`config.mk`:
```
export PLATFORM = sky130hd
export DESIGN_NAME = fade_slideshow_sequencer_unit_flat
export DESIGN_NICKNAME = d
export VERILOG_FILES = /design/src/fss_pkg.sv /design/src/fss_in_if.sv /design/src/fss_out_if.sv /design/src/fade_slideshow_sequencer_unit.sv /design/src/fss_div.sv /design/src/flat_wrapper.sv
export SDC_FILE = /design/constraint.sdc
export NUM_CORES = 1
export LEC_CHECK = 0
export ABC_AREA = 0
export BUFFER_PORTS_ARGS = -buffer_cell sky130_fd_sc_hd__buf_2
export CAP_MARGIN = 10
export CORE_AREA = 2 2 185 187
export CTS_BUF_LIST = sky130_fd_sc_hd__clkbuf_4 sky130_fd_sc_hd__clkbuf_8
export DETAILED_ROUTE_END_ITERATION = 8
export DIE_AREA = 0 0 187 189
export PLACE_DENSITY_LB_ADDON = 0.1
export SLEW_MARGIN = 20
export SYNTH_ARGS = -nofsm -noshare
export SYNTH_HDL_FRONTEND = slang
export SYNTH_HIERARCHICAL = 1
export SYNTH_SLANG_ARGS = --single-unit
```
`constraint.sdc`:
```
create_clock -name clk -period 19.15 [get_ports clk]
set_clock_uncertainty 0.1 [all_clocks]
set_input_delay 3.83 -clock clk [delete_from_list [all_inputs] [get_ports clk]]
set_output_delay 3.83 -clock clk [all_outputs]
set_load 0.02 [all_outputs]
```
`src/fss_pkg.sv`:
```
package fss_pkg;

  // scene store limit; indexes are 6 bits wide in any case
  localparam int MAX_SCENES = 64;
  localparam logic [6:0] SCENE_LIM = (MAX_SCENES < 64) ? 7'(MAX_SCENES) : 7'd64;

  // shortest hold and fade time in ms
  localparam logic [15:0] MIN_MS = 16'd10;

  localparam logic [7:0] LVL_MAX = 8'hFF;

  // serial divider geometry: quotient never exceeds eight bits
  localparam int DIV_NUM_W = 22;
  localparam int DIV_DEN_W = 14;
  localparam int DIV_STEPS = 8;
  localparam int DIV_CNT_W = $clog2(DIV_STEPS);

  // commands
  localparam logic [1:0] CMD_TICK  = 2'd0;
  localparam logic [1:0] CMD_START = 2'd1;
  localparam logic [1:0] CMD_STOP  = 2'd2;

  // configuration register indexes
  localparam int CFG_IDX_W = 3;
  localparam logic [CFG_IDX_W-1:0] REG_HOLD     = 3'd0;
  localparam logic [CFG_IDX_W-1:0] REG_FADE     = 3'd1;
  localparam logic [CFG_IDX_W-1:0] REG_BLACK    = 3'd2;
  localparam logic [CFG_IDX_W-1:0] REG_COUNT    = 3'd3;
  localparam logic [CFG_IDX_W-1:0] REG_FIRST    = 3'd4;
  localparam logic [CFG_IDX_W-1:0] REG_OVERRIDE = 3'd5;

  typedef enum logic [1:0] {
    PH_FADE_IN  = 2'd0,
    PH_HOLD     = 2'd1,
    PH_FADE_OUT = 2'd2,
    PH_BLACK    = 2'd3
  } phase_t;

  typedef enum logic [1:0] {
    ST_IDLE,
    ST_EVAL,
    ST_DIV,
    ST_DONE
  } fss_state_t;

  typedef struct packed {
    logic [1:0]  cmd;
    logic [15:0] elapsed_ms;
    logic        run_enable;
    logic        view_active;
    logic        keep_fade;
  } fss_in_t;

  typedef struct packed {
    logic       level_write;
    logic [7:0] fade_level;
    logic       fade_on;
    logic       scene_load;
    logic [5:0] scene_index;
    logic       use_override;
    logic [1:0] phase_now;
  } fss_out_t;

endpackage

```
`src/fss_in_if.sv`:
```
interface fss_in_if import fss_pkg::*; ();
  logic    valid;
  logic    ready;
  fss_in_t data;

  modport source (output valid, output data, input ready);
  modport sink (input valid, input data, output ready);
endinterface

```
`src/fss_out_if.sv`:
```
interface fss_out_if import fss_pkg::*; ();
  logic     valid;
  logic     ready;
  fss_out_t data;

  modport source (output valid, output data, input ready);
  modport sink (input valid, input data, output ready);
endinterface

```
`src/fade_slideshow_sequencer_unit.sv`:
```
// Slideshow fade sequencer. Each input transaction is a frame tick, a start or a stop
// command and gives exactly one result transaction carrying the darkness level (when
// written), the scene load pulse, the scene index and the phase. The four phases run
// fade in, hold, fade out and black on a saturating millisecond timer. A transaction
// is evaluated and then held in the done state until the output register can take its
// result. The fade level during a fade (timer * 255 / fade) and the scene wrap at the
// end of a fade out (next index modulo the scene count) both go through one 8-step
// restoring divider, and the sequencer waits in its divide state until it is done.
// The input is ready again once the result is loaded; a result still waiting in the
// output register holds the next result back until it drains. The input is not ready
// while a transaction is being worked on; a finished result may still wait in the
// output register while the next transaction is taken.
// Configuration registers are written through cfg_we / cfg_index / cfg_wdata and must
// only change while the unit is idle.
module fade_slideshow_sequencer_unit import fss_pkg::*; (
  input  logic                 clk,
  input  logic                 rst_n,
  fss_in_if.sink               in_ch,
  fss_out_if.source            out_ch,
  input  logic                 cfg_we,
  input  logic [CFG_IDX_W-1:0] cfg_index,
  input  logic [15:0]          cfg_wdata
);

  // sequencer state
  fss_state_t state_r, state_nxt;

  // configuration
  logic [15:0] hold_r;
  logic [13:0] fade_r;
  logic [12:0] black_r;
  logic [6:0]  count_r;
  logic [5:0]  first_r;
  logic        ovr_r;

  // slideshow state
  phase_t      phase_r, phase_nxt;
  logic [31:0] timer_r, timer_nxt;
  logic [5:0]  scene_r, scene_nxt;
  logic        was_r, was_nxt;
  logic        paused_r, paused_nxt;
  logic        active_r, active_nxt;

  // captured transaction, pending result and output register
  fss_in_t     item_r, item_nxt;
  fss_out_t    pend_r, pend_nxt;
  logic        inv_r, inv_nxt;
  logic        mod_r, mod_nxt;
  fss_out_t    out_r, out_nxt;
  logic        out_valid_r, out_valid_nxt;

  // shared divider
  logic                 div_go;
  logic [DIV_NUM_W-1:0] div_num;
  logic [DIV_DEN_W-1:0] div_den;
  logic                 div_busy;
  logic                 div_done;
  logic [DIV_STEPS-1:0] div_q;
  logic [DIV_DEN_W-1:0] div_rem;

  // evaluation helpers
  logic [6:0]  cnt_eff;
  logic [6:0]  cnt_m1;
  logic [13:0] fade_eff;
  logic [15:0] hold_eff;
  phase_t      base_phase;
  logic [31:0] base_time;
  logic [32:0] sum;
  logic [31:0] sat;
  logic [21:0] prod;

  fss_div u_div (
    .clk      (clk),
    .rst_n    (rst_n),
    .start    (div_go),
    .dividend (div_num),
    .divisor  (div_den),
    .busy     (div_busy),
    .done     (div_done),
    .quot     (div_q),
    .rem      (div_rem)
  );

  // configuration writes, out-of-range indexes are dropped
  always_ff @(posedge clk) begin
    if (!rst_n) begin
      hold_r  <= 16'd6000;
      fade_r  <= 14'd1200;
      black_r <= 13'd400;
      count_r <= '0;
      first_r <= '0;
      ovr_r   <= 1'b0;
    end else if (cfg_we) begin
      unique case (cfg_index)
        REG_HOLD:     hold_r  <= cfg_wdata;
        REG_FADE:     fade_r  <= cfg_wdata[13:0];
        REG_BLACK:    black_r <= cfg_wdata[12:0];
        REG_COUNT:    count_r <= cfg_wdata[6:0];
        REG_FIRST:    first_r <= cfg_wdata[5:0];
        REG_OVERRIDE: ovr_r   <= cfg_wdata[0];
        default: ;
      endcase
    end
  end

  // effective settings
  assign cnt_eff  = (count_r > SCENE_LIM) ? SCENE_LIM : count_r;
  assign cnt_m1   = cnt_eff - 7'd1;
  assign fade_eff = ({2'b00, fade_r} < MIN_MS) ? MIN_MS[13:0] : fade_r;
  assign hold_eff = (hold_r < MIN_MS) ? MIN_MS : hold_r;

  // re-enable restarts at fade in with a cleared timer
  assign base_phase = was_r ? phase_r : PH_FADE_IN;
  assign base_time  = was_r ? timer_r : 32'd0;

  // saturating timer advance
  assign sum = {1'b0, base_time} + {17'd0, item_r.elapsed_ms};
  assign sat = sum[32] ? 32'hFFFF_FFFF : sum[31:0];

  // timer * 255, only used while the timer is below the fade time
  assign prod = {sat[13:0], 8'd0} - {8'd0, sat[13:0]};

  always_comb begin
    state_nxt     = state_r;
    phase_nxt     = phase_r;
    timer_nxt     = timer_r;
    scene_nxt     = scene_r;
    was_nxt       = was_r;
    paused_nxt    = paused_r;
    active_nxt    = active_r;
    item_nxt      = item_r;
    pend_nxt      = pend_r;
    inv_nxt       = inv_r;
    mod_nxt       = mod_r;
    out_nxt       = out_r;
    out_valid_nxt = out_valid_r;
    div_go        = 1'b0;
    div_num       = '0;
    div_den       = '0;

    // output register drains independently
    if (out_valid_r && out_ch.ready) begin
      out_valid_nxt = 1'b0;
    end

    unique case (state_r)
      ST_IDLE: begin
        if (in_ch.valid) begin
          item_nxt  = in_ch.data;
          state_nxt = ST_EVAL;
        end
      end

      ST_EVAL: begin
        pend_nxt  = '0;
        inv_nxt   = 1'b0;
        mod_nxt   = 1'b0;
        state_nxt = ST_DONE;
        unique case (item_r.cmd)
          CMD_START: begin
            if (cnt_eff == 7'd0) begin
              scene_nxt = '0;
            end else if ({1'b0, first_r} > cnt_m1) begin
              scene_nxt = cnt_m1[5:0];
            end else begin
              scene_nxt = first_r;
            end
            timer_nxt  = '0;
            phase_nxt  = PH_FADE_IN;
            was_nxt    = item_r.run_enable;
            paused_nxt = !item_r.view_active;
            active_nxt = 1'b1;
            pend_nxt.scene_load  = ovr_r || (cnt_eff != 7'd0);
            pend_nxt.level_write = 1'b1;
            pend_nxt.fade_level  = item_r.view_active ? LVL_MAX : 8'd0;
          end
          CMD_STOP: begin
            pend_nxt.level_write = !item_r.keep_fade;
            paused_nxt = 1'b0;
            active_nxt = 1'b0;
          end
          CMD_TICK: begin
            if (active_r && cnt_eff != 7'd0) begin
              if (!item_r.run_enable) begin
                // disabled: clear once, freeze progress
                if (was_r) begin
                  pend_nxt.level_write = 1'b1;
                  was_nxt = 1'b0;
                end
              end else begin
                was_nxt   = 1'b1;
                phase_nxt = base_phase;
                timer_nxt = base_time;
                if (!item_r.view_active) begin
                  // view suspended: clear once, timer held
                  if (!paused_r) begin
                    pend_nxt.level_write = 1'b1;
                    paused_nxt = 1'b1;
                  end
                end else begin
                  paused_nxt = 1'b0;
                  pend_nxt.level_write = 1'b1;
                  timer_nxt = sat;
                  unique case (base_phase)
                    PH_FADE_IN: begin
                      if (sat >= {18'd0, fade_eff}) begin
                        phase_nxt = PH_HOLD;
                        timer_nxt = '0;
                      end else begin
                        div_go    = 1'b1;
                        div_num   = prod;
                        div_den   = fade_eff;
                        inv_nxt   = 1'b1;
                        state_nxt = ST_DIV;
                      end
                    end
                    PH_HOLD: begin
                      if (sat >= {16'd0, hold_eff}) begin
                        phase_nxt = PH_FADE_OUT;
                        timer_nxt = '0;
                      end
                    end
                    PH_FADE_OUT: begin
                      if (sat >= {18'd0, fade_eff}) begin
                        // end of fade out: fully black, wrap to the next scene
                        pend_nxt.fade_level = LVL_MAX;
                        pend_nxt.scene_load = 1'b1;
                        phase_nxt = PH_BLACK;
                        timer_nxt = '0;
                        div_go    = 1'b1;
                        div_num   = {15'd0, 7'({1'b0, scene_r} + 7'd1)};
                        div_den   = {7'd0, cnt_eff};
                        mod_nxt   = 1'b1;
                        state_nxt = ST_DIV;
                      end else begin
                        div_go    = 1'b1;
                        div_num   = prod;
                        div_den   = fade_eff;
                        state_nxt = ST_DIV;
                      end
                    end
                    PH_BLACK: begin
                      pend_nxt.fade_level = LVL_MAX;
                      if (sat >= {19'd0, black_r}) begin
                        phase_nxt = PH_FADE_IN;
                        timer_nxt = '0;
                      end
                    end
                    default: ;
                  endcase
                end
              end
            end
          end
          default: ;
        endcase
        pend_nxt.scene_index  = scene_nxt;
        pend_nxt.use_override = pend_nxt.scene_load && ovr_r;
        pend_nxt.phase_now    = 2'(phase_nxt);
      end

      ST_DIV: begin
        if (div_done) begin
          if (mod_r) begin
            scene_nxt            = div_rem[5:0];
            pend_nxt.scene_index = div_rem[5:0];
          end else begin
            pend_nxt.fade_level = inv_r ? (LVL_MAX - div_q) : div_q;
          end
          state_nxt = ST_DONE;
        end
      end

      ST_DONE: begin
        if (!out_valid_r || out_ch.ready) begin
          out_nxt         = pend_r;
          out_nxt.fade_on = pend_r.level_write && (pend_r.fade_level != 8'd0);
          out_valid_nxt   = 1'b1;
          state_nxt       = ST_IDLE;
        end
      end

      default: state_nxt = ST_IDLE;
    endcase
  end

  always_ff @(posedge clk) begin
    if (!rst_n) begin
      state_r     <= ST_IDLE;
      phase_r     <= PH_FADE_IN;
      timer_r     <= '0;
      scene_r     <= '0;
      was_r       <= 1'b0;
      paused_r    <= 1'b0;
      active_r    <= 1'b0;
      out_valid_r <= 1'b0;
    end else begin
      state_r     <= state_nxt;
      phase_r     <= phase_nxt;
      timer_r     <= timer_nxt;
      scene_r     <= scene_nxt;
      was_r       <= was_nxt;
      paused_r    <= paused_nxt;
      active_r    <= active_nxt;
      out_valid_r <= out_valid_nxt;
    end
  end

  // payload registers
  always_ff @(posedge clk) begin
    item_r <= item_nxt;
    pend_r <= pend_nxt;
    inv_r  <= inv_nxt;
    mod_r  <= mod_nxt;
    out_r  <= out_nxt;
  end

  assign in_ch.ready  = (state_r == ST_IDLE);
  assign out_ch.valid = out_valid_r;
  assign out_ch.data  = out_r;

  // the divider only runs while the sequencer waits on it
  a_div_in_div_state: assert property (@(posedge clk) disable iff (!rst_n)
    div_busy |-> state_r == ST_DIV)
    else $error("divider busy outside its wait state");

  // an accepted transaction is evaluated on the next cycle
  a_accept_to_eval: assert property (@(posedge clk) disable iff (!rst_n)
    in_ch.valid && in_ch.ready |=> state_r == ST_EVAL)
    else $error("accepted transaction not evaluated");

  // fade pass enabled only with a written, nonzero level
  a_fade_on_level: assert property (@(posedge clk) disable iff (!rst_n)
    out_ch.valid && out_ch.data.fade_on |->
      out_ch.data.level_write && out_ch.data.fade_level != 8'd0)
    else $error("fade_on without a written level");

  // override flag only comes with a scene load
  a_override_with_load: assert property (@(posedge clk) disable iff (!rst_n)
    out_ch.valid && out_ch.data.use_override |-> out_ch.data.scene_load)
    else $error("use_override without scene_load");

endmodule

```
`src/fss_div.sv`:
```
module fss_div import fss_pkg::*; (
  input  logic                 clk,
  input  logic                 rst_n,
  input  logic                 start,
  input  logic [DIV_NUM_W-1:0] dividend,
  input  logic [DIV_DEN_W-1:0] divisor,
  output logic                 busy,
  output logic                 done,
  output logic [DIV_STEPS-1:0] quot,
  output logic [DIV_DEN_W-1:0] rem
);

  logic [DIV_DEN_W-1:0] rem_r, rem_nxt;
  logic [DIV_DEN_W-1:0] den_r, den_nxt;
  logic [DIV_STEPS-1:0] low_r, low_nxt;
  logic [DIV_STEPS-1:0] q_r, q_nxt;
  logic [DIV_CNT_W-1:0] cnt_r, cnt_nxt;
  logic                 busy_r, busy_nxt;
  logic                 done_r, done_nxt;
  logic [DIV_DEN_W:0]   trial;
  logic [DIV_DEN_W:0]   diff;
  logic                 fit;

  // one restoring step per cycle; partial remainder stays below the divisor
  assign trial = {rem_r, low_r[DIV_STEPS-1]};
  assign diff  = trial - {1'b0, den_r};
  assign fit   = trial >= {1'b0, den_r};

  always_comb begin
    rem_nxt  = rem_r;
    den_nxt  = den_r;
    low_nxt  = low_r;
    q_nxt    = q_r;
    cnt_nxt  = cnt_r;
    busy_nxt = busy_r;
    done_nxt = 1'b0;
    if (start) begin
      rem_nxt  = dividend[DIV_NUM_W-1:DIV_STEPS];
      low_nxt  = dividend[DIV_STEPS-1:0];
      den_nxt  = divisor;
      q_nxt    = '0;
      cnt_nxt  = '0;
      busy_nxt = 1'b1;
    end else if (busy_r) begin
      rem_nxt = fit ? diff[DIV_DEN_W-1:0] : trial[DIV_DEN_W-1:0];
      low_nxt = {low_r[DIV_STEPS-2:0], 1'b0};
      q_nxt   = {q_r[DIV_STEPS-2:0], fit};
      cnt_nxt = cnt_r + 1'b1;
      if (cnt_r == DIV_CNT_W'(DIV_STEPS - 1)) begin
        busy_nxt = 1'b0;
        done_nxt = 1'b1;
      end
    end
  end

  always_ff @(posedge clk) begin
    if (!rst_n) begin
      busy_r <= 1'b0;
      done_r <= 1'b0;
      cnt_r  <= '0;
    end else begin
      busy_r <= busy_nxt;
      done_r <= done_nxt;
      cnt_r  <= cnt_nxt;
    end
  end

  always_ff @(posedge clk) begin
    rem_r <= rem_nxt;
    den_r <= den_nxt;
    low_r <= low_nxt;
    q_r   <= q_nxt;
  end

  assign busy = busy_r;
  assign done = done_r;
  assign quot = q_r;
  assign rem  = rem_r;

endmodule
```
`src/flat_wrapper.sv`:
```
// flat-port wrapper written by rule: the top's interface ports become plain ports
module fade_slideshow_sequencer_unit_flat import fss_pkg::*;
  (clk, rst_n, cfg_we, cfg_index, cfg_wdata, in_ch_valid, in_ch_data, in_ch_ready, out_ch_valid, out_ch_data, out_ch_ready);
  fss_in_if in_ch_i ();
  fss_out_if out_ch_i ();
  input  logic clk;
  input  logic rst_n;
  input  logic cfg_we;
  input  logic [CFG_IDX_W-1:0] cfg_index;
  input  logic [15:0] cfg_wdata;
  input wire logic [$bits(in_ch_i.valid)-1:0] in_ch_valid;
  input wire logic [$bits(in_ch_i.data)-1:0] in_ch_data;
  output wire logic [$bits(in_ch_i.ready)-1:0] in_ch_ready;
  output wire logic [$bits(out_ch_i.valid)-1:0] out_ch_valid;
  output wire logic [$bits(out_ch_i.data)-1:0] out_ch_data;
  input wire logic [$bits(out_ch_i.ready)-1:0] out_ch_ready;
  assign in_ch_i.valid = in_ch_valid;
  assign in_ch_i.data = in_ch_data;
  assign in_ch_ready = in_ch_i.ready;
  assign out_ch_valid = out_ch_i.valid;
  assign out_ch_data = out_ch_i.data;
  assign out_ch_i.ready = out_ch_ready;
  fade_slideshow_sequencer_unit u_core (.clk(clk), .rst_n(rst_n), .in_ch(in_ch_i), .out_ch(out_ch_i), .cfg_we(cfg_we), .cfg_index(cfg_index), .cfg_wdata(cfg_wdata));
endmodule
```
# After elaboration in Yosys (flattened, before gate mapping)
# Index checks and enable logic that the tools add are counted.
# W data, S select, Z words.
# word_totals
rom_bits	0
ram_bits	0
in_bits	45
mem_count	0
ff_bits	214
wordCells	220
latchBits	0
# op_classes
eq_ne	21
n_bitwise	2
addsub	7
n_lt_le_gt_ge	8
n_reduce_logical	41
muxes	100
mul	0
div	0
shifts	0
# ops
op	n
$mux W32	8
$mux W22	7
$pmux W32 S3	1
$mux W14	6
$mux W8	9
$pmux W32 S2	1
$pmux W8 S2	3
$pmux W22 S2	1
$add A32 B16 Y33	1
$ge A32 B13 Y1	1
$ge A32 B14 Y1	1
$ge A32 B16 Y1	1
$mux W2	15
$mux W6	5
$mux W1	29
$pmux W14 S2	1
$sub A22 B14 Y22	1
$reduce_and A2 Y1	9
$lt A16 B4 Y1 const B	1
$mux W16	1
$pmux W2 S4	2
$ge A15 B14 Y1	1
$lt A14 B4 Y1 const B	1
$sub A14 B14 Y14	1
35 further kinds	72

# Logic depth before layout (Yosys ltp)
# Gate-level depths: netlist (run 1).
# depth
ltp_word	12
depth_mapped	29
depth_no_buf	23

# Modules after synthesis
# The synthesis (run 1) kept the hierarchy.
# by_module_without_submodules
mod	instances	area_per_inst_um2	cells_per_inst	seq_area_each_um2
fade_slideshow_sequencer_unit	1	10448.8	1216	3923.8
fss_div	1	2763.9	248	1341.3

# Worst setup path before layout (run 1)
# Ideal clock, no wire load.
# synth_path
kind	flip-flop to flip-flop
from	register u_core.was_r
to	register u_core.u_div.low_r[0], enable pin
t_arrival_ns	6.431
path_stages_with_launch	26
period_less_slack_ns	6.883
required_ns	18.698
path_slack_ns	12.267
cell_sequence	dfxtp_1 > buf_4 > clkbuf_1 > clkbuf_1 > clkbuf_1 > and2_1 > ha_1 > a21oi_2 > o211ai_1 > a221oi_4 > nand2_1 > nand2_1 > clkbuf_1 > nand2_1 > ha_1 > a21o_1 > a21o_1 > a211oi_1 > a21oi_1 > or3_1 > a211oi_2 > a31oi_1 > nor2_1 > clkbuf_1 > clkbuf_1 > or2_2
# synth_via
elab_chain_len	12
word_cells_on_any_way	15
# synth_rtl
element	line_no	source
start: declaration	fade_slideshow_sequencer_unit.sv:40	logic was_r, was_nxt;
start signal: assignment	fade_slideshow_sequencer_unit.sv:302	was_r <= was_nxt;
$mux W32	fade_slideshow_sequencer_unit.sv:114	assign base_time = was_r ? timer_r : 32'd0;
$add A32 B16 Y33	fade_slideshow_sequencer_unit.sv:117	assign sum = {1'b0, base_time} + {17'd0, item_r.elapsed_ms};
$mux W32	fade_slideshow_sequencer_unit.sv:118	assign sat = sum[32] ? 32'hFFFF_FFFF : sum[31:0];
$ge A32 B14 Y1	fade_slideshow_sequencer_unit.sv:206	if (sat >= {18'd0, fade_eff}) begin
$mux W1	fade_slideshow_sequencer_unit.sv:206	
$pmux W1 S2 (*)	fade_slideshow_sequencer_unit.sv:204	unique case (base_phase)
$mux W1 (*)	fade_slideshow_sequencer_unit.sv:194	if (!item_r.view_active) begin
$mux W1 (*)	fade_slideshow_sequencer_unit.sv:184	if (!item_r.run_enable) begin
$mux W1 (*)	fade_slideshow_sequencer_unit.sv:183	if (active_r && cnt_eff != 7'd0) begin
$mux W1 (*)	fade_slideshow_sequencer_unit.sv:159	unique case (item_r.cmd)
$mux W1 (*)	fade_slideshow_sequencer_unit.sv:146	unique case (state_r)
named net u_core.div_go	fade_slideshow_sequencer_unit.sv:53	logic div_go;
$reduce_bool A2 Y1 (no source line) (*)	--	
end signal: assignment	fss_div.sv:71	low_r <= low_nxt;
end: declaration	fss_div.sv:15	logic [DIV_STEPS-1:0] low_r, low_nxt;
# The timed path passes the listed nets; every way through them passes the cells marked *.
# A chain may end at the register's enable or synchronous reset.

# Worst setup path in the final report (run 1)
# layout_path
from	register u_core.was_r
to	register u_core.u_div.rem_r[11], in the netlist u_core/u_div/rem[11] (data pin)
# layout_via
elab_chain_len	12
word_cells_on_any_way	24
# layout_rtl
element	line_no	source
$mux W32	fade_slideshow_sequencer_unit.sv:114	
$add A32 B16 Y33	fade_slideshow_sequencer_unit.sv:117	
$mux W32	fade_slideshow_sequencer_unit.sv:118	
$ge A32 B14 Y1 or $sub A22 B14 Y22 (tied branches)	fade_slideshow_sequencer_unit.sv:206, fade_slideshow_sequencer_unit.sv:224, fade_slideshow_sequencer_unit.sv:121	
$mux W22, on equally long branches	fade_slideshow_sequencer_unit.sv:224, fade_slideshow_sequencer_unit.sv:206	
$pmux W22 S2 (*)	fade_slideshow_sequencer_unit.sv:204	
$mux W22 (*)	fade_slideshow_sequencer_unit.sv:194	
$mux W22 (*)	fade_slideshow_sequencer_unit.sv:184	
$mux W22 (*)	fade_slideshow_sequencer_unit.sv:183	
$mux W22 (*)	fade_slideshow_sequencer_unit.sv:159	
$mux W22 (*)	fade_slideshow_sequencer_unit.sv:146	
named net u_core.div_num[19]	fade_slideshow_sequencer_unit.sv:54	logic [DIV_NUM_W-1:0] div_num;
$mux W14 (*)	fss_div.sv:37	if (start) begin
named net u_core.u_div.rem_nxt[11]	fss_div.sv:13	logic [DIV_DEN_W-1:0] rem_r, rem_nxt;
end signal: assignment	fss_div.sv:69	rem_r <= rem_nxt;
end: declaration	fss_div.sv:13	
# Marks and branches as above.

==> results of run 1 <==
state kept, by name, summed over array words and instances (netlist names), 7 cells and up:
name                flops
u_core/timer_r         32
u_core/item_r          21
u_core/out_ch.data     20
u_core/pend_r          19
u_core/hold_r          16
u_core/fade_r          14
u_core/u_div/den_r     14
u_core/u_div/rem       14
u_core/black_r         13
u_core/u_div/low_r      8
u_core/u_div/quot       8
u_core/count_r          7
worst max-delay path by stage:
stage	slack [ns]	end	start
3_3_place_gp	12.79	u_core/u_div/rem[10]	u_core/was_r
2_1_floorplan	12.27	u_core/u_div/low_r[0]	u_core/was_r
5_1_grt	12.06	u_core/u_div/rem[11]	u_core/was_r
3_5_place_dp	12.70	u_core/u_div/rem[10]	u_core/was_r
6_report	12.54	u_core/u_div/rem[11]	u_core/was_r
4_1_cts	12.62	u_core/u_div/rem[13]	u_core/was_r
cells in the mapped netlist, types with 9 or more instances:
cell,number
mux2i_1,32
nor4_1,9
o21ai_0,36
and2_1,38
nor3_1,20
a31oi_1,23
nand4_1,33
clkbuf_1,44
or3_1,11
inv_1,92
dfxtp_1,116
ha_1,96
nor2_1,122
or2_2,9
nand2_1,163
nor2b_1,17
nand2b_1,21
a21o_1,26
mux2_2,25
xnor2_1,26
xor2_1,30
o211ai_1,24
o22ai_1,14
and3_1,16
a21oi_1,126
a211oi_1,9
nand3_1,45
edfxtp_1,98
o21a_1,16
layout make-up:
type	count	area, um^2
Clock buffer	56	696
Sequential cell	214	5270
Inverter	95	357
Clock inverter	14	85.1
Timing Repair Buffer	73	390
Multi-Input combinational cell	1094	7330
Fill cell	3357	18600
Tap cell	448	561
per-layer routing:
layer  GRT usage  vias up  share of wire
met1       0.293     5168           0.48
met2       0.324      295           0.45
met3      0.0308       68          0.052
li1            -     5381              -
met4      0.0708        0          0.026
met5           0        -              0
metrics by stage:
stage	hold WS, ns	utilization	worst slack (ns)	cells
6_report	0.318	0.441	12.54	1994
3_3_place_gp	0.310	0.417	12.79	1923
4_1_cts	0.318	0.441	12.62	1994
2_1_floorplan	0.300	-	12.27	1464
3_5_place_dp	0.305	0.418	12.70	1924
5_1_grt	0.329	0.441	12.06	1994
worst reg2reg max path, stage by stage, from the launching register on:
cell	delay, ns
dfxtp_1	0.33
buf_4	0.39
and2_1	0.22
ha_1	0.27
a21oi_1	0.22
o211ai_1	0.18
a221oi_4	0.35
nand2_1	0.17
nand2_1	0.40
nand2_1	0.40
ha_1	0.33
a21o_1	0.17
a21o_1	0.17
a211oi_1	0.26
a21oi_1	0.09
or3_1	0.33
a211oi_2	0.14
buf_4	0.25
nand4_1	0.70
nor3_1	0.41
inv_1	0.07
a2111oi_0	0.42
where the power goes:
part	total, W	leakage [nW]	internal, W	switching, W
registers	0.000562	1.87	0.000535	0.0000264
clock network	0.000435	0.424	0.000237	0.000198
logic	0.000323	3.49	0.000109	0.000213
cells by family after synthesis:
| group | share of synthesized area |
|---|---|
| XOR/XNOR | 0.0371 |
| multiplexers | 0.0518 |
| buffers and inverters | 0.0481 |
| AO/OA/AOI/OAI | 0.159 |
| AND/OR/NAND/NOR | 0.211 |
| adder cells (fa/ha/maj) | 0.0947 |
| flip-flops | 0.398 |
==> metrics.txt, run 1 <==
Seq/Total Area, Yosys 0.398; ANT nets after route 0; Setup TNS 0 ns; clock transition at the registers of the reported paths 0.07 ns; CTS resizes 0; Detailed Place HPWL 28,200 um; largest net degree at the start of global routing 58; Ys Warns 6; CTS Buffer Depth 3; critical path's most frequent cell nand2_1; Final Slew Violations 0; crit-path leading delay family simple AND/OR/NAND/NOR gates; period utilization 0.345; WL final 37,100 um; Total Power 0.00132 W; Critical Path Source Type register; RSZ-0062 raised after global routing false; final setup vio count 0; CP endpoint kind register; FFs w/ async S/R, synth 0; Distinct cells, synth 85; worst slew pin tran 0.995 ns; CTS sink cnt 214; post-synth net total 1,607; antenna cells 0; CP Data Required Time 19.37 ns; Post-CTS Setup Bufs 0; Port Buf Inserts 66; Die Y 189 um; core area 0.0333 mm^2; worst-case reg-to-reg path depth 21; CP cell instances buf_4, and2_1, ha_1, a21oi_1, o211ai_1, a221oi_4, nand2_1, nand2_1, nand2_1, ha_1, a21o_1, a21o_1, a211oi_1, a21oi_1, or3_1, a211oi_2, buf_4, nand4_1, nor3_1, inv_1, a2111oi_0; Clk Tree Root Cell clkbuf_8; Crit-path slowest cell nand4_1; Fmax 151 MHz; Synth Area per Inst 9.03 um^2; commonest non-fill, non-tap cell in the layout nand2_1; Avg WL per Cell 18.6 um; H-tree levels 2; worst vdd ir 0.0000480 V; Leak 5.79 nW; full die area 0.0353 mm^2; RR Startpoint u_core/was_r; power per cell area 89.9 mW/mm^2; synth-to-layout area growth 11.1%; number of synthesized flops with an enable pin 98; start point of the worst hold path u_core/pend_r[6]; crit path DAT 6.83 ns; routed vias/inst 5.47; Post-CTS Hold Fix Bufs 0; GRT Residual Overflow 0; Initial Utilization 0.397; Post-Syn Area 0.0132 mm^2; CP max stage delay 0.69 ns; IO Count 67; antenna violations before repair 1; Core Rows 67; Die W 187 um; clock buffer count from CTS 39; DR vias 10,900; crit path time final 6.61 ns; DR pass1 iterations 5; max_slew headroom 0.331; Clk Latency, worst-skew pair 0.56 ns; Finished Cell Area 0.0147 mm^2; Hold Vio Cnt, Final 0; WHS Endpoint u_core/out_ch.data[6]; DRC 0; synthesized flop and latch total 214; overall routing resource usage 0.207; first-pass GRT wire length 58,100 um; critical path depth 21; CTS tree yes; Max-cap violations 0; hold depth 0; share of Yosys cell area claimed by the top area cell type 0.223; share of layout cells above drive strength 1 0.137; Mapped Cells 1,464; CP Class register to register; post-synth top area cell edfxtp_1; Main synth FF type dfxtp_1; most frequent cells in the layout nand2_1 (163), a21oi_1 (125), nor2_1 (120), dfxtp_1 (116), edfxtp_1 (98); Placer Congestion 0.925; outcome completed; r2r setup slk 12.54 ns; top cells by area, synth edfxtp_1 (22%), dfxtp_1 (18%), ha_1 (9.1%); critical-path maximum fanout 39; vias in the first global route 10,500; path type of the worst min-delay path register to register; Worst Path Buf+Inv 3; worst reg2reg endpoint u_core/u_div/rem[11]; drt first-iter violations 753; nets 1,660; Placement Cell Area 0.0139 mm^2
No activity file was read; power rests on OpenSTA's default activity.
==> inputs of run 2 (changes only) <==
- clock period: 19.15 -> 6.5 ns (I/O delays scaled with it)
==> run 2 against run 1 <==
Against the previous run: sequential share of layout area decreased by 0.68 points; die area is the same; critical path depth increased by 4; via count increased by 0.48%; fmax grew 9.9%; power rose to 3.1 times the previous value; utilization grew 0.86 points; global-route usage is 0.52 points higher; sequential power increased to 2.9 times the previous value; hold slack lost 0.0036 ns; clock-buffer cell count up 5; combinational power rose to 3.0 times the previous value; largest cell class unchanged.
==> metrics.txt, run 2 (synthesis gave the netlist of run 1 again) <==
outcome completed; Post-Place Setup Slack 0.407 ns; nets 1,680; Final Slew Violations 0; Die Y 189 um; DRC 0; WL final 37,200 um; clock share of power 0.354; critical path depth 25; area of the multi-input gates 0.00734 mm^2; internal power 0.00277 W; first-pass GRT wire length 59,500 um; H-tree levels 2; clock buffer count from CTS 41; Critical Path Source Type register; Clk Tree Root Cell clkbuf_8; RSZ-0062 raised after global routing false; drt first-iter violations 830; Avg WL per Cell 18.5 um; CP max stage delay 0.44 ns; Fmax 166 MHz; hold depth 0; DR vias 11,000; worst vdd ir 0.000132 V; Core Rows 67; Placer Congestion 0.970; Crit-path slowest cell a2111oi_0; most frequent cells in the layout nand2_1 (162), a21oi_1 (125), nor2_1 (120), dfxtp_1 (116), edfxtp_1 (98); Sequential Power Share 0.406; core area 0.0333 mm^2; Filler cells 3,353; Post-CTS Hold Fix Bufs 0; antenna cells 0; GRT Residual Overflow 0; critical-path maximum fanout 22; CTS tree yes; max_slew headroom 0.269; crit path time final 6.01 ns; Crit. Startpoint u_core/was_r; CP Data Required Time 6.71 ns; DR pass1 iterations 5; Critical Path Sink u_core/u_div/rem[11]; path type of the worst min-delay path register to register; share of layout cells above drive strength 1 0.148; CTS Buffer Depth 3; routed vias/inst 5.44; Setup TNS 0 ns; Logic pwr share 0.240; Layout Utilization 0.450; clock transition at the registers of the reported paths 0.06 ns; overall routing resource usage 0.212; ANT nets after route 0; crit path DAT 6.22 ns; IO Count 67; CP Class register to register; Port Buf Inserts 66; sw frac 0.319; antenna violations before repair 3; vias in the first global route 10,700; commonest non-fill, non-tap cell in the layout nand2_1; Leak 5.94 nW; crit-path leading delay family compound AO/OA/AOI/OAI gates; largest reg by FF count u_core/timer_r; setup slack after layout 0.489 ns; CP endpoint kind register; Die W 187 um; full die area 0.0353 mm^2; hold slack 0.315 ns; Detailed Place HPWL 28,400 um; synth-to-layout area growth 13.3%; max reg flops 32; r2r setup slk 0.49 ns; worst reg2reg endpoint u_core/u_div/rem[11]; Hold Vio Cnt, Final 0; Max-cap violations 0; CTS sink cnt 214; worst-case reg-to-reg path depth 25; Psw 0.00130 W; period utilization 0.925; FF+latch area 0.00527 mm^2; Initial Utilization 0.397; final setup vio count 0; RR Startpoint u_core/was_r; worst slew pin tran 1.09 ns; largest net degree at the start of global routing 55; Worst Path Buf+Inv 6; Clk Latency, worst-skew pair 0.56 ns; power per cell area 272 mW/mm^2
==> run 2: changes by cell type in the layout (fill, tap and decap cells not counted), sizes merged <==
cell,previous run,this run
buf,73,91
bufinv,0,3
clkbuf,56,61
inv,97,94
==> run 2: area by class of cell <==
cell class,count,share of cell area
clock buffer,61,0.0502
clock inverter,14,0.00945
inverter,95,0.0238
multi-input combinational,1094,0.490
sequential,214,0.352
tap,448,0.0375
timing repair buffer,91,0.0368
==> run 2: worst min path at each step <==
stage                                 from                    end  slack (ns)
after floorplan           u_core/pend_r[0]  u_core/out_ch.data[0]        0.30
after global placement    u_core/pend_r[1]  u_core/out_ch.data[1]        0.31
final                     u_core/pend_r[2]  u_core/out_ch.data[2]        0.31
after detailed placement  u_core/pend_r[2]  u_core/out_ch.data[2]        0.30
after CTS                 u_core/pend_r[4]  u_core/out_ch.data[4]        0.31
after global routing      u_core/pend_r[2]  u_core/out_ch.data[2]        0.33
==> run 2: power by group through the flow <==
| stage | registers [W] | clock network, W | logic, W |
|---|---|---|---|
| CTS | 0.00165 | 0.00149 | 0.000970 |
| global route | 0.00167 | 0.00155 | 0.00108 |
| floorplan | 0.00166 | 0 | 0.000674 |
| detailed placement | 0.00168 | 0 | 0.000967 |
| finish | 0.00165 | 0.00144 | 0.000975 |
| global placement | 0.00168 | 0 | 0.000950 |
==> run 2: repair_timing <==
item,in CTS,in global routing
setup endpoints to repair,0,27
gates resized for setup,0,2
setup buffers,0,5
==> run 2: layer usage <==
layer  track usage  vias to the layer above  wire, um
li1              -                     5417         -
met1         0.297                     5173     17700
met2         0.336                      300     16500
met3        0.0335                       70      1910
met4        0.0699                        4      1050
met5             0                        -        32
==> run 2: metrics by stage <==
step / instances / total power [W] / instance area [um^2]
global placement: 1936 / 0.00263 / 14000
detailed placement: 1937 / 0.00265 / 14000
CTS: 2012 / 0.00412 / 14900
global route: 2017 / 0.00430 / 15000
finish: 2017 / 0.00407 / 15000
floorplan: 1464 / 0.00233 / 13200
==> inputs of run 3 (changes only) <==
- PLACE_DENSITY_LB_ADDON: 0.1 -> default
==> run 3 against run 2 <==
Against the previous run: clock-buffer cell count fell by 12; global-route usage down 1.6 points; sequential cell count unchanged; largest power group unchanged; clock power down 9%; critical endpoint is now u_core/timer_r[2].
==> metrics.txt, run 3 (synthesis gave the netlist of run 1 again) <==
outcome completed; commonest non-fill, non-tap cell in the layout nand2_1; antenna cells 0; CP Class register to register; Detailed Place HPWL 26,500 um; path type of the worst min-delay path register to register; Die W 187 um; routed vias/inst 5.40; synth-to-layout area growth 12.0%; Fmax 166 MHz; Post-CTS Hold Fix Bufs 0; clock transition at the registers of the reported paths 0.06 ns; nets 1,673; largest reg by FF count u_core/timer_r; Setup TNS 0 ns; power per cell area 265 mW/mm^2; worst slew pin tran 1.08 ns; critical-path maximum fanout 27; Clk Latency, worst-skew pair 0.57 ns; Port Buf Inserts 66; CTS sink cnt 214; Hold Vio Cnt, Final 0; Leak 5.85 nW; antenna violations before repair 0; CP endpoint kind register; first-pass GRT wire length 55,900 um; final setup vio count 0; RSZ-0062 raised after global routing false; drt first-iter violations 749; core area 0.0333 mm^2; DR pass1 iterations 6; CTS tree yes; DRC 0; Placer Congestion 0.906; IO Count 67; Layout Utilization 0.445; CTS Buffer Depth 3; most frequent cells in the layout nand2_1 (162), a21oi_1 (125), nor2_1 (120), dfxtp_1 (116), edfxtp_1 (98); Avg WL per Cell 17.5 um; WL final 35,000 um; Clk Tree Root Cell clkbuf_8; FF+latch area 0.00527 mm^2; share of layout cells above drive strength 1 0.141; ANT nets after route 0; GRT Residual Overflow 0; worst vdd ir 0.000145 V; Filler cells 3,269; Max-cap violations 0; max_slew headroom 0.272; Core Rows 67; crit path DAT 6.42 ns; Initial Utilization 0.397; H-tree levels 2; period utilization 0.928; crit path time final 6.03 ns; Critical Path Source Type register; largest net degree at the start of global routing 44; CP Data Required Time 6.89 ns; DR vias 10,800; full die area 0.0353 mm^2; Die Y 189 um; clock buffer count from CTS 39; Final Slew Violations 0; overall routing resource usage 0.196; vias in the first global route 10,400; max reg flops 32; area of the multi-input gates 0.00734 mm^2
## run 3: per-stage QoR
stage / setup slack, ns / cell area (um^2) / hold WS, ns / power, W / instances
final: 0.470 / 14800 / 0.318 / 0.00392 / 2007
after global routing: 0.00224 / 14800 / 0.332 / 0.00412 / 2007
after CTS: 0.424 / 14700 / 0.321 / 0.00394 / 2001
after detailed placement: 0.449 / 13900 / 0.306 / 0.00262 / 1931
after global placement: 0.637 / 13900 / 0.310 / 0.00260 / 1931
after floorplan: 0.00201 / 13200 / 0.300 / 0.00233 / 1464
## run 3: layer usage
layer / global-route usage / up-vias / part of all wire
li1: - / 5398 / -
met3: 0.0371 / 70 / 0.061
met2: 0.324 / 327 / 0.45
met1: 0.260 / 5040 / 0.46
met5: 0 / - / 0
met4: 0.0647 / 0 / 0.027
## run 3: worst paths after layout
| path | end | slack [ns] | start | cells after the start |
|---|---|---|---|---|
| min reg2reg | u_core/out_ch.data[3] | 0.32 | u_core/pend_r[3] | 0 |
| min | u_core/out_ch.data[3] | 0.32 | u_core/pend_r[3] | 0 |
| max | u_core/timer_r[2] | 0.47 | u_core/was_r | 21 |
| max reg2reg | u_core/timer_r[2] | 0.47 | u_core/was_r | 21 |
## run 3: area by class of cell
| class | count | area share |
|---|---|---|
| well taps | 448 | 0.0379 |
| multi-input cells | 1094 | 0.496 |
| flip-flops and latches | 214 | 0.356 |
| repair buffers | 86 | 0.0325 |
| clock buffers | 49 | 0.0430 |
| clock inverters | 21 | 0.0107 |
| inverters | 95 | 0.0241 |
## run 3: timing repair
item	4_1_cts	5_1_grt
setup buffers	0	6
resized for setup	0	2
endpoints found under the setup margin	0	3
## run 3: worst max-delay path: stages (launching register included)
cell and delay, ns:
dfxtp_1 0.33, buf_4 0.31, and2_1 0.19, ha_1 0.28, a21oi_1 0.23, o211ai_1 0.18, a221oi_4 0.36, nand2_1 0.17
nand2_1 0.42, nand2_1 0.41, ha_1 0.45, a21oi_1 0.15, a21boi_0 0.09, o21ai_0 0.17, nand3_1 0.09, a41oi_1 0.29
nand3_1 0.18, o22ai_1 0.32, mux2i_4 0.14, nor4_4 0.74, a21oi_1 0.16, o22ai_1 0.18
## run 3: where the power goes
group	internal [W]	switching [W]
clock network	0.000730	0.000584
logic	0.000325	0.000627
registers	0.00158	0.0000745
